### src/rtl/core/mahd_pkg.sv
`default_nettype none
// ----------------------------------------------------------------------------
// mahd_pkg: shared types and constants of the MPEG audio header decoder
// Bitrate and sample-rate tables, divider sizes, sequencer states.
// ----------------------------------------------------------------------------
package mahd_pkg;

	localparam int unsigned HDR_W    = 32;
	localparam int unsigned OUT_W    = 40;
	localparam int unsigned CFG_W    = 12;
	localparam int unsigned APB_AW   = 2;
	localparam int unsigned KBPS_W   = 9;
	localparam int unsigned HZ_W     = 16;
	localparam int unsigned NUM_W    = 26;   // kbps * 144000 stays below 2**26
	localparam int unsigned DEN_W    = 17;   // sample rate, doubled for layer 3 LSF
	localparam int unsigned QUO_W    = 12;   // frame sizes stay below 4096
	localparam int unsigned CNT_W    = $clog2(QUO_W + 1);

	localparam logic [APB_AW-1:0] REG_FREE_SIZE = 2'd0;

	localparam logic [10:0] SYNC_BITS     = 11'h7ff;
	localparam logic [3:0]  BR_BAD        = 4'd15;
	localparam logic [3:0]  BR_FREE       = 4'd0;
	localparam logic [1:0]  FS_BAD        = 2'd3;
	localparam logic [1:0]  MODE_MONO     = 2'd3;
	localparam logic [1:0]  MODE_STEREO   = 2'd0;
	localparam logic [17:0] K_LAYER1      = 18'd12000;
	localparam logic [17:0] K_LAYER23     = 18'd144000;
	localparam logic [11:0] BODY_MAX      = 12'd4095;

	typedef enum logic [1:0] {
		ST_IDLE,
		ST_CALC,
		ST_DIV,
		ST_OUT
	} mahd_state_t;

	typedef struct packed {
		logic busy;
		logic done;
	} div_status_t;

	localparam logic [KBPS_W-1:0] KBPS_TBL [2][3][16] = '{
		'{
			'{9'd0, 9'd32, 9'd64, 9'd96, 9'd128, 9'd160, 9'd192, 9'd224,
			  9'd256, 9'd288, 9'd320, 9'd352, 9'd384, 9'd416, 9'd448, 9'd0},
			'{9'd0, 9'd32, 9'd48, 9'd56, 9'd64, 9'd80, 9'd96, 9'd112,
			  9'd128, 9'd160, 9'd192, 9'd224, 9'd256, 9'd320, 9'd384, 9'd0},
			'{9'd0, 9'd32, 9'd40, 9'd48, 9'd56, 9'd64, 9'd80, 9'd96,
			  9'd112, 9'd128, 9'd160, 9'd192, 9'd224, 9'd256, 9'd320, 9'd0}
		},
		'{
			'{9'd0, 9'd32, 9'd48, 9'd56, 9'd64, 9'd80, 9'd96, 9'd112,
			  9'd128, 9'd144, 9'd160, 9'd176, 9'd192, 9'd224, 9'd256, 9'd0},
			'{9'd0, 9'd8, 9'd16, 9'd24, 9'd32, 9'd40, 9'd48, 9'd56,
			  9'd64, 9'd80, 9'd96, 9'd112, 9'd128, 9'd144, 9'd160, 9'd0},
			'{9'd0, 9'd8, 9'd16, 9'd24, 9'd32, 9'd40, 9'd48, 9'd56,
			  9'd64, 9'd80, 9'd96, 9'd112, 9'd128, 9'd144, 9'd160, 9'd0}
		}
	};

	// layer index is layer - 1; the unused code reads as zero
	function automatic logic [KBPS_W-1:0] kbps_lookup(input logic lsf,
			input logic [1:0] lidx, input logic [3:0] br);
		logic [KBPS_W-1:0] v;
		v = '0;
		if (lidx != 2'd3) begin
			v = KBPS_TBL[lsf][lidx][br];
		end
		return v;
	endfunction

	function automatic logic [HZ_W-1:0] hz_lookup(input logic [3:0] rate);
		logic [HZ_W-1:0] v;
		case (rate)
			4'd0: v = 16'd44100;
			4'd1: v = 16'd48000;
			4'd2: v = 16'd32000;
			4'd3: v = 16'd22050;
			4'd4: v = 16'd24000;
			4'd5: v = 16'd16000;
			4'd6: v = 16'd11025;
			4'd7: v = 16'd12000;
			4'd8: v = 16'd8000;
			default: v = '0;
		endcase
		return v;
	endfunction

endpackage
`default_nettype wire

### src/rtl/core/mahd_div.sv
`default_nettype none
// ----------------------------------------------------------------------------
// mahd_div: restoring divider, one quotient bit per cycle
// The quotient is known to fit QUO_W bits, so the upper numerator bits seed
// the remainder and only the low QUO_W bits are shifted through.
// ----------------------------------------------------------------------------
module mahd_div (
	input  wire                          clk,
	input  wire                          arst_n,
	input  wire                          start,
	input  wire  [mahd_pkg::NUM_W-1:0]   numer,
	input  wire  [mahd_pkg::DEN_W-1:0]   denom,
	output logic [mahd_pkg::QUO_W-1:0]   quot,
	output mahd_pkg::div_status_t        status
);
	import mahd_pkg::*;

	logic [DEN_W-1:0] rem_q;
	logic [DEN_W-1:0] den_q;
	logic [QUO_W-1:0] qsh_q;
	logic [CNT_W-1:0] cnt_q;
	logic             busy_q;
	logic             done_q;

	logic [DEN_W+1:0] diff;
	logic             ge;

	assign diff = {1'b0, rem_q, qsh_q[QUO_W-1]} - {2'b00, den_q};
	assign ge   = ~diff[DEN_W+1];

	always_ff @(posedge clk or negedge arst_n) begin
		if (!arst_n) begin
			busy_q <= 1'b0;
			done_q <= 1'b0;
			cnt_q  <= '0;
		end else begin
			done_q <= 1'b0;
			if (start) begin
				busy_q <= 1'b1;
				cnt_q  <= CNT_W'(QUO_W);
			end else if (busy_q) begin
				cnt_q <= cnt_q - 1'b1;
				if (cnt_q == CNT_W'(1)) begin
					busy_q <= 1'b0;
					done_q <= 1'b1;
				end
			end
		end
	end

	always_ff @(posedge clk) begin
		if (start) begin
			rem_q <= DEN_W'(numer[NUM_W-1:QUO_W]);
			qsh_q <= numer[QUO_W-1:0];
			den_q <= denom;
		end else if (busy_q) begin
			// shift the next numerator bit in, subtract when it fits
			rem_q <= ge ? diff[DEN_W-1:0] : {rem_q[DEN_W-2:0], qsh_q[QUO_W-1]};
			qsh_q <= {qsh_q[QUO_W-2:0], ge};
		end
	end

	assign quot   = qsh_q;
	assign status = '{busy: busy_q, done: done_q};

	a_start_busy: assert property (@(posedge clk) disable iff (!arst_n)
		start |=> busy_q)
		else $error("divider did not start");
	a_done_idle: assert property (@(posedge clk) disable iff (!arst_n)
		done_q |-> !busy_q)
		else $error("divider done while busy");
	a_done_after_last: assert property (@(posedge clk) disable iff (!arst_n)
		done_q |-> $past(busy_q) && $past(cnt_q) == CNT_W'(1))
		else $error("divider done without final step");

endmodule
`default_nettype wire

### src/rtl/core/mpeg_audio_header_decoder.sv
`default_nettype none
// ----------------------------------------------------------------------------
// mpeg_audio_header_decoder: MPEG-1/2/2.5 audio frame header parser
// Checks and decodes one 32-bit header, computes frame body and layer-3
// side-info sizes, and compares the format with the last valid header.
//
//   channel | dir | width | contents
//   s_*     | in  | 32    | header word
//   m_*     | out | 40    | decoded fields, sizes, format match
//   apb     | in  | 32    | free-format body size (address 0)
//
// m_tvalid rises after the input transfer once the sequencer has formed the
// numerator kbps * constant, run the bit-serial divider, closed the divide and
// loaded the output register.
// The next header can be taken in the cycle after the load.
// A new header is taken while a finished result still waits on m_tready.
// Reset clears the sequencer, the free-format size and the previous header.
// ----------------------------------------------------------------------------
module mpeg_audio_header_decoder (
	input  wire                            clk,
	input  wire                            arst_n,
	input  wire                            s_tvalid,
	output logic                           s_tready,
	input  wire  [mahd_pkg::HDR_W-1:0]     s_tdata,   // header_word
	output logic                           m_tvalid,
	input  wire                            m_tready,
	// valid_res[0] layer[2:1] low_rate[3] is_mpeg25[4] rate_index[8:5]
	// bitrate_code[12:9] pad_flag[13] channel_mode[15:14] crc_present[16]
	// body_bytes[28:17] side_info_bytes[34:29] format_same[35] zero[39:36]
	output logic [mahd_pkg::OUT_W-1:0]     m_tdata,
	input  wire                            psel,
	input  wire                            penable,
	input  wire                            pwrite,
	input  wire  [mahd_pkg::APB_AW-1:0]    paddr,
	input  wire  [31:0]                    pwdata,
	output logic [31:0]                    prdata,
	output logic                           pready
);
	import mahd_pkg::*;

	mahd_state_t      st_q, st_d;
	logic [HDR_W-1:0] hdr_q;
	logic [CFG_W-1:0] free_size_q;
	logic             seen_q;
	logic [1:0]       prev_fs_q;
	logic             prev_st_q;
	logic             m_tvalid_q;
	logic [OUT_W-1:0] out_q;

	logic             div_start;
	logic             out_load;
	div_status_t      div_st;
	logic [QUO_W-1:0] quot;

	// ---------------- configuration ----------------
	assign pready = 1'b1;
	assign prdata = (paddr == REG_FREE_SIZE) ? {{(32-CFG_W){1'b0}}, free_size_q} : '0;

	always_ff @(posedge clk or negedge arst_n) begin
		if (!arst_n) begin
			free_size_q <= '0;
		end else if (psel && penable && pwrite && pready && paddr == REG_FREE_SIZE) begin
			free_size_q <= pwdata[CFG_W-1:0];
		end
	end

	// ---------------- header decode ----------------
	logic [1:0]        lb, fs, mode, layer;
	logic [3:0]        br, rate;
	logic              hdr_ok, lsf, m25, pad, crc, l3_lsf;
	logic [KBPS_W-1:0] kbps;
	logic [DEN_W-1:0]  den;
	logic [26:0]       prod;

	always_comb begin
		lb    = hdr_q[18:17];
		br    = hdr_q[15:12];
		fs    = hdr_q[11:10];
		pad   = hdr_q[9];
		mode  = hdr_q[7:6];
		crc   = ~hdr_q[16];
		hdr_ok = (hdr_q[31:21] == SYNC_BITS) && (lb != 2'd0) && (br != BR_BAD)
			&& (fs != FS_BAD);
		if (hdr_q[20]) begin
			m25  = 1'b0;
			lsf  = ~hdr_q[19];
			rate = {2'b00, fs} + (lsf ? 4'd3 : 4'd0);
		end else begin
			m25  = 1'b1;
			lsf  = 1'b1;
			rate = 4'd6 + {2'b00, fs};
		end
		layer  = 2'(3'd4 - {1'b0, lb});
		l3_lsf = (layer == 2'd3) && lsf;
		kbps   = kbps_lookup(lsf, layer - 2'd1, br);
		den    = l3_lsf ? {hz_lookup(rate), 1'b0} : {1'b0, hz_lookup(rate)};
		prod   = kbps * ((layer == 2'd1) ? K_LAYER1 : K_LAYER23);
	end

	mahd_div u_div (
		.clk    (clk),
		.arst_n (arst_n),
		.start  (div_start),
		.numer  (prod[NUM_W-1:0]),
		.denom  (den),
		.quot   (quot),
		.status (div_st)
	);

	// ---------------- result fields ----------------
	logic [11:0] body, q_pad;
	logic [12:0] free_sum;
	logic [5:0]  side;
	logic        same;
	logic [OUT_W-1:0] pack;

	always_comb begin
		q_pad    = quot + {11'd0, pad};
		free_sum = {1'b0, free_size_q} + ((layer == 2'd1) ? {10'd0, pad, 2'b00}
			: {12'd0, pad});
		if (br == BR_FREE) begin
			body = free_sum[12] ? BODY_MAX : free_sum[11:0];
		end else if (layer == 2'd1) begin
			body = {q_pad[9:0], 2'b00} - 12'd4;
		end else begin
			body = q_pad - 12'd4;
		end
		side = '0;
		if (layer == 2'd3) begin
			if (lsf) begin
				side = (mode == MODE_MONO) ? 6'd9 : 6'd17;
			end else begin
				side = (mode == MODE_MONO) ? 6'd17 : 6'd32;
			end
			if (crc) begin
				side = side + 6'd2;
			end
		end
		same = seen_q && (prev_fs_q == fs) && (prev_st_q == (mode == MODE_STEREO));
		pack = {4'd0, same, side, body, crc, mode, pad, br, rate, m25, lsf, layer, 1'b1};
		if (!hdr_ok) begin
			pack = '0;
		end
	end

	// ---------------- sequencer ----------------
	always_comb begin
		st_d = st_q;
		case (st_q)
			ST_IDLE: if (s_tvalid) st_d = ST_CALC;
			ST_CALC: st_d = ST_DIV;
			ST_DIV:  if (div_st.done) st_d = ST_OUT;
			ST_OUT:  if (!m_tvalid_q || m_tready) st_d = ST_IDLE;
			default: st_d = ST_IDLE;
		endcase
	end

	always_comb begin
		s_tready  = 1'b0;
		div_start = 1'b0;
		out_load  = 1'b0;
		case (st_q)
			ST_IDLE: s_tready  = 1'b1;
			ST_CALC: div_start = 1'b1;
			ST_OUT:  out_load  = !m_tvalid_q || m_tready;
			default: ;
		endcase
	end

	always_ff @(posedge clk or negedge arst_n) begin
		if (!arst_n) begin
			st_q       <= ST_IDLE;
			m_tvalid_q <= 1'b0;
			seen_q     <= 1'b0;
			prev_fs_q  <= '0;
			prev_st_q  <= 1'b0;
		end else begin
			st_q <= st_d;
			if (out_load) begin
				m_tvalid_q <= 1'b1;
			end else if (m_tready) begin
				m_tvalid_q <= 1'b0;
			end
			// remember the last valid header's format
			if (out_load && hdr_ok) begin
				seen_q    <= 1'b1;
				prev_fs_q <= fs;
				prev_st_q <= (mode == MODE_STEREO);
			end
		end
	end

	always_ff @(posedge clk) begin
		if (s_tvalid && s_tready) begin
			hdr_q <= s_tdata;
		end
		if (out_load) begin
			out_q <= pack;
		end
	end

	assign m_tvalid = m_tvalid_q;
	assign m_tdata  = out_q;

	a_accept_calc: assert property (@(posedge clk) disable iff (!arst_n)
		s_tvalid && s_tready |=> st_q == ST_CALC)
		else $error("transfer did not start a decode");
	a_div_running: assert property (@(posedge clk) disable iff (!arst_n)
		st_q == ST_DIV |-> div_st.busy || div_st.done)
		else $error("waiting on an idle divider");
	a_invalid_zero: assert property (@(posedge clk) disable iff (!arst_n)
		m_tvalid && !m_tdata[0] |-> m_tdata[OUT_W-1:1] == '0)
		else $error("invalid header with nonzero fields");
	a_seen_sticky: assert property (@(posedge clk) disable iff (!arst_n)
		seen_q |=> seen_q)
		else $error("previous header lost");

endmodule
`default_nettype wire

### config.mk
export PLATFORM = sky130hd
export DESIGN_NAME = mpeg_audio_header_decoder
export DESIGN_NICKNAME = d
export VERILOG_FILES = /design/src/rtl/core/mahd_pkg.sv /design/src/rtl/core/mahd_div.sv /design/src/rtl/core/mpeg_audio_header_decoder.sv
export SDC_FILE = /design/constraint.sdc
export NUM_CORES = 1
export LEC_CHECK = 0
export ABC_AREA = 1
export BUFFER_PORTS_ARGS = -buffer_cell sky130_fd_sc_hd__buf_4
export CORE_MARGIN = 2
export CORE_UTILIZATION = 50
export CTS_BUF_LIST = sky130_fd_sc_hd__clkbuf_4
export CTS_CLUSTER_DIAMETER = 40
export CTS_CLUSTER_SIZE = 12
export DETAILED_ROUTE_END_ITERATION = 8
export HOLD_SLACK_MARGIN = 0.06
export PLACE_DENSITY = 0.73
export SLEW_MARGIN = 0
export SYNTH_ARGS = -nofsm -noshare
export SYNTH_HDL_FRONTEND = slang
export SYNTH_SLANG_ARGS = --single-unit
### constraint.sdc
create_clock -name clk -period 15.1 [get_ports clk]
set_input_delay 3.02 -clock clk [delete_from_list [all_inputs] [get_ports clk]]
set_output_delay 3.02 -clock clk [all_outputs]
set_load 0.02 [all_outputs]
# Yosys cells after proc, flatten, opt, wreduce, memory -nomap -nowiden
# Memories as Yosys holds them, arrays and structs flattened.
# Cells that the tools add are included.
[classes]
n_addsub = 11
mul = 1
magnitude_cmp = 3
n_eq_ne = 16
n_mux = 49
n_bitwise = 6
reduce_logical = 22
[ops]
columns = ["op", "count"]
rows = [
  ["$mux 432", 2],
  ["$mux 412", 1],
  ["$bmux 144 s2", 1],
  ["$mux 144", 2],
  ["$mux 12", 6],
  ["$bmux 9 s4", 1],
  ["$mux 14", 2],
  ["$mux 9", 3],
  ["$mul 9x18->26", 1],
  ["$mux 6", 4],
  ["$sub 12x3->12 const B", 2],
  ["$sub 18x17->19", 1],
  ["$mux 18", 1],
  ["$mux 17", 1],
  ["$mux 16", 1],
  ["$mux 1", 14],
  ["$add 12x3->13", 1],
  ["$add 12x1->12", 1],
  ["$mux 4", 3],
  ["$eq 11x11->1 const B", 1],
  ["$logic_and 1x1->1", 11],
  ["$eq 2x2->1 const B", 4],
  ["$mux 2", 4],
  ["$ne 2x2->1 const B", 4],
  ["other kinds (29)", 36],
]
[word_totals]
ff_bits = 143
mem_bits_ro = 480
output_inout_bits = 75
word_cells = 129
n_memories = 2
[mem_list]
columns = ["name", "words", "width", "read_ports", "rd_ports_with_merged_regs", "wr", "line_no", "rtl"]
rows = [
  ["(no name shown)", 16, 15, 1, 0, 0, "mahd_pkg.sv:75", "case (rate)"],
  ["(no name shown)", 16, 15, 1, 0, 0, "mahd_pkg.sv:75", ""],
]

# Longest topological paths before layout
[depth]
ltp_word = 15
mapped_depth = 31
mapped_depth_nobuf = 31

# By module
# From an unflattened synthesis, not the netlist that was laid out.
[unflattened]
cells_unflattened = 1323
hier_area_um2 = 10466.3
[modules_own_cells]
columns = ["module", "instances", "cells_each", "area_each_um2"]
rows = [
  ["mpeg_audio_header_decoder", 1, 875, 6954.2],
  ["mahd_div", 1, 448, 3512.1],
]

# Least setup slack after synthesis
# OpenSTA, ideal clock, no wires.
[synth_path]
path_type = "input to output"
from = "input port paddr[1] (netlist name)"
to = "output port prdata[10]"
arrival_time_ps = 3690
required_time_ps = 12080
path_slack_ps = 8390
cell_stages = 4
n_path_buf = 1
path_cell_list = "nor2_1 > inv_1 > clkbuf_1 > nor2_1"
[synth_via]
elab_chain_cells = 2
[synth_rtl]
columns = ["item", "line_no", "rtl"]
rows = [
  ["start: declaration", "mpeg_audio_header_decoder.sv:34", "input wire [mahd_pkg::APB_AW-1:0] paddr,"],
  ["$logic_not 2->1", "mpeg_audio_header_decoder.sv:57", "assign prdata = (paddr == REG_FREE_SIZE) ? {{(32-CFG_W){1'b0}}, free_size_q} : '0;"],
  ["$mux 12", "mpeg_audio_header_decoder.sv:57", ""],
  ["end: declaration", "mpeg_audio_header_decoder.sv:36", "output logic [31:0] prdata,"],
]
# Every way passes these cells.

# Worst setup path after layout
[layout_path]
from = "input port paddr[1] (netlist name)"
to = "output port prdata[3]"
# Same word-level chain as after synthesis.

==> flow_summary_export.csv <==
group,metric,value,unit
timing,hold_violations,0,
clocking,cts-buffers-inserted,17,
critical_path,worstPathMaxFanout,12,
pwr,static-leakage-power,5.30,nW
clocking,post_cts.repair.setup_buffers,0,
drt,postRouteWirelength,22.5,mm
clocking,cts_buffer_depth,2,
critical_path,setup.worst_path.start_class,"input port",
timing,worst-slew-pin-transition,1280,ps
pwr,share_seq_of_total_power,57.6,%
final_layout,flow.area_growth_from_synthesis,11.2,%
clocking,cts_htree_levels,4,
global_route,grt_pass1_wl,37.5,mm
synthesis,ys_seq_area_share,37.4,%
placement,routabilityCongestion,0.939,
clocking,clock_latency,580,ps
final_layout,layout.nets,1491,
timing,post-route-min-period,6770,ps
placement,detailed_placer_s_ending_hpwl,17.4,mm
global_route,global_route.usage.met3,4.33,%
clocking,postCtsResizedCells,0,
synthesis,synth-main-ff-cell,"edfxtp_1",
floorplan,die_y,146,µm
timing,achievable-frequency,0.148,GHz
timing,fin_skew,29.9,ps
floorplan,std_cell_rows,51,
floorplan,core-area,19600,µm²
critical_path,timing_worst_setup_path_type,"in2out",
clocking,clkSlewWorstSetupHoldPaths,130,ps
drt,drcViolationCount,0,
final_layout,layout_cells_sized_above_1,15.3,%
min_path,hold_class,"reg2reg",
pwr,comb_power_share,7.4,%
synthesis,synthTopCellsByArea,"edfxtp_1, ha_1, nand2_1",
timing,unrepaired_setup_endpoints_after_global_routing,"false",
drt,drt-vias-per-instance,5.17,
pwr,p_sw,187,µW
global_route,global_route.peak_usage_layer,"met2",
pwr,p_sw_share,27.4,%
placement,preCtsSetupSlack,8330,ps
synthesis,synth_enable_flop_cells,102,
critical_path,worst-r2r-setup-slack,8840,ps
clocking,clockRootBuffer,"clkbuf_4",
synthesis,post_synth_num_cell_types,55,
timing,finalSetupViolations,0,
synthesis,synth_area_per_cell,8.29,µm²
critical_path,worst_path_max_delay_cell,"inv_1",
critical_path,timing.critical_path.required,12080,ps
global_route,grt_antenna_before_repair,1,
synthesis,mappedNetlistArea,10000,µm²
pwr,internal-power,495,µW
critical_path,cp-end-kind,"output pin",
floorplan,floorplan.die.width,146,µm
critical_path,path_buf_inv,3,
placement,placement.io_buffers,94,
drt,drt_first_iter_violations,595,
timing,fin_tns_setup,0,ps
synthesis,ys_ff_latch,130,
timing,fin_worst_hold_slack,477,ps
floorplan,number_of_ports_placed_on_the_die_boundary,148,
drt,via_count,8163,
flow_run,cap_viol_max_count,0,
final_layout,layout.filler_cells,1825,
synthesis,synth_largest_area_cell,"edfxtp_1",
global_route,grtUsageMet1,31.0,%
status,run_status,"finished, final reports clean",
synthesis,postSynth.asyncResetShare,19.2,%
critical_path,worst_path_dominant_cell_family,"buffers and inverters",
global_route,grt_start_max_net_pins,50,
critical_path,worstPathCellList,"buf_4 > nor2_1 > inv_1 > nor2_1 > buf_4",
pwr,power.share.clock,34.9,%
critical_path,critical_path.max_stage_delay,190,ps
global_route,grt_overflow,0,
drt,routed_wire_length_per_instance,14.2,µm
timing,post-route-worst-setup-slack,8330,ps
critical_path,timing.critical_path.arrival,3750,ps
global_route,m2_gr_usage,33.7,%
drt,ant_nets,0,
clocking,tritoncts,"yes",
timing,maxSlewHeadroom,14.8,%
final_layout,ff_latch_area,3750,µm²
floorplan,floorplan.die_area,21200,µm²
timing,timing_max_transition_violations_final,0,
synthesis,postSynthCellCount,1211,
pwr,design_power_total,683,µW
global_route,grt_usage,21.7,%
global_route,first_global_vias,7732,
pwr,irDropWorstVdd,57.1,µV
timing,fin_crit_sh,44.8,%
floorplan,initial_core_util,51.2,%
drt,dr.pass1.iters,5,
clocking,cts_num_sinks,130,
pwr,cellPowerDensity,61.2,nW/µm²
clocking,cts.hold.buffers_added,0,
synthesis,post-synth-top-area-fraction,30.5,%
final_layout,multiInputGateArea,5380,µm²
synthesis,yosys_warnings,0,
worst paths after layout:
check | start | depth (start not counted) | to
setup / recovery | paddr[1] | 5 | prdata[3]
hold / removal | u_div.rem_q[15] | 2 | u_div.rem_q[15]
setup reg to reg | hdr_q[17] | 28 | u_div.rem_q[13]
hold reg to reg | u_div.rem_q[15] | 2 | u_div.rem_q[15]
max in group asynchronous | arst_n | 1 | u_div.busy_q
min in group asynchronous | arst_n | 1 | free_size_q[3]
through the flow:
stage | std cells | utilization, % | instance area (µm²)
after floorplan | 1235 | - | 10100
after global placement | 1546 | 55.6 | 10900
after detailed placement | 1546 | 55.6 | 10900
after CTS | 1578 | 56.9 | 11200
after global routing | 1579 | 57.0 | 11200
final | 1579 | 57.0 | 11200
flip-flops by register name, indices dropped and copies added, names as in the netlist:
register,flops
m_tvalid,1
prev_fs_q,2
m_tdata,35
u_div.cnt_q,4
hdr_q,25
u_div.rem_q,17
seen_q,1
u_div.done_q,1
u_div.quot,12
u_div.busy_q,1
st_q,2
u_div.den_q,16
free_size_q,12
prev_st_q,1
cells in the final DEF (no fill, tap or decap), drive strengths merged, types with 4 or more instances in the layout:
cell type | netlist | final
nand2 | 244 | 244
inv | 185 | 195
nor2 | 138 | 138
edfxtp | 102 | 102
buf | 40 | 96
ha | 94 | 94
o21ai | 87 | 87
nand3 | 78 | 78
a21oi | 72 | 72
conb | 2 | 26
dfrtp | 25 | 25
fa | 24 | 24
xor2 | 18 | 18
clkbuf | 10 | 17
nor3 | 14 | 14
o211ai | 11 | 11
a31oi | 10 | 10
nand4 | 10 | 10
xnor2 | 6 | 6
or2 | 5 | 5
clkinv | 2 | 5
o31ai | 4 | 4
a211oi | 4 | 4
o21bai | 4 | 4
Yosys cell counts, types with 5 or more instances:
| library cell | number |
|---|---|
| inv_2 | 19 |
| o211ai_1 | 11 |
| nand3_1 | 73 |
| nand2_1 | 227 |
| nand2_2 | 14 |
| a21oi_1 | 71 |
| o21ai_1 | 14 |
| o21ai_0 | 68 |
| nand4_1 | 9 |
| buf_2 | 10 |
| nor3_1 | 12 |
| xor2_1 | 18 |
| clkbuf_1 | 10 |
| a31oi_1 | 9 |
| dfrtp_1 | 25 |
| nor2_2 | 8 |
| o21ai_2 | 5 |
| inv_1 | 166 |
| edfxtp_1 | 102 |
| xnor2_1 | 6 |
| nor2_4 | 7 |
| nor2_1 | 123 |
| buf_4 | 28 |
| fa_1 | 24 |
| ha_1 | 94 |
worst min-delay path, stage by stage, from the launching register on:
cell	delay, ps
dfxtp_1	340
nand2_1	60
nand2_1	40
power by group through the flow:
| stage | clock network [mW] | logic, mW | registers, mW |
|---|---|---|---|
| detailed placement | 0 | 0.0502 | 0.401 |
| floorplan | 0 | 0.0371 | 0.400 |
| global route | 0.258 | 0.0567 | 0.395 |
| finish | 0.238 | 0.0507 | 0.394 |
| global placement | 0 | 0.0497 | 0.401 |
| CTS | 0.245 | 0.0509 | 0.394 |
routing by layer:
metal,wire length (µm),vias to the layer above
met4,308,0
met3,1140,28
met2,10200,204
li1,-,4142
met1,10800,3789
met5,0,-
final cells by class:
type	count	area share, %
Sequential cell	130	33.6
Antenna cell	1	0.0224
Tap cell	265	2.97
Multi-Input combinational cell	868	48.2
Clock inverter	15	1.29
Timing Repair Buffer	96	6.46
Inverter	187	6.30
Clock buffer	17	1.14
logic make-up after synthesis:
logic type / share of synthesized area (%)
adders and majority gates: 16.5
other: 0.0749
and+or+nand+nor: 22.2
DFF: 37.4
xor gates and xnor gates: 2.10
AOI/OAI and AO/OA: 11.7
buffers and inverters: 10.1
Note: power is estimated with default switching activity, not from simulation.
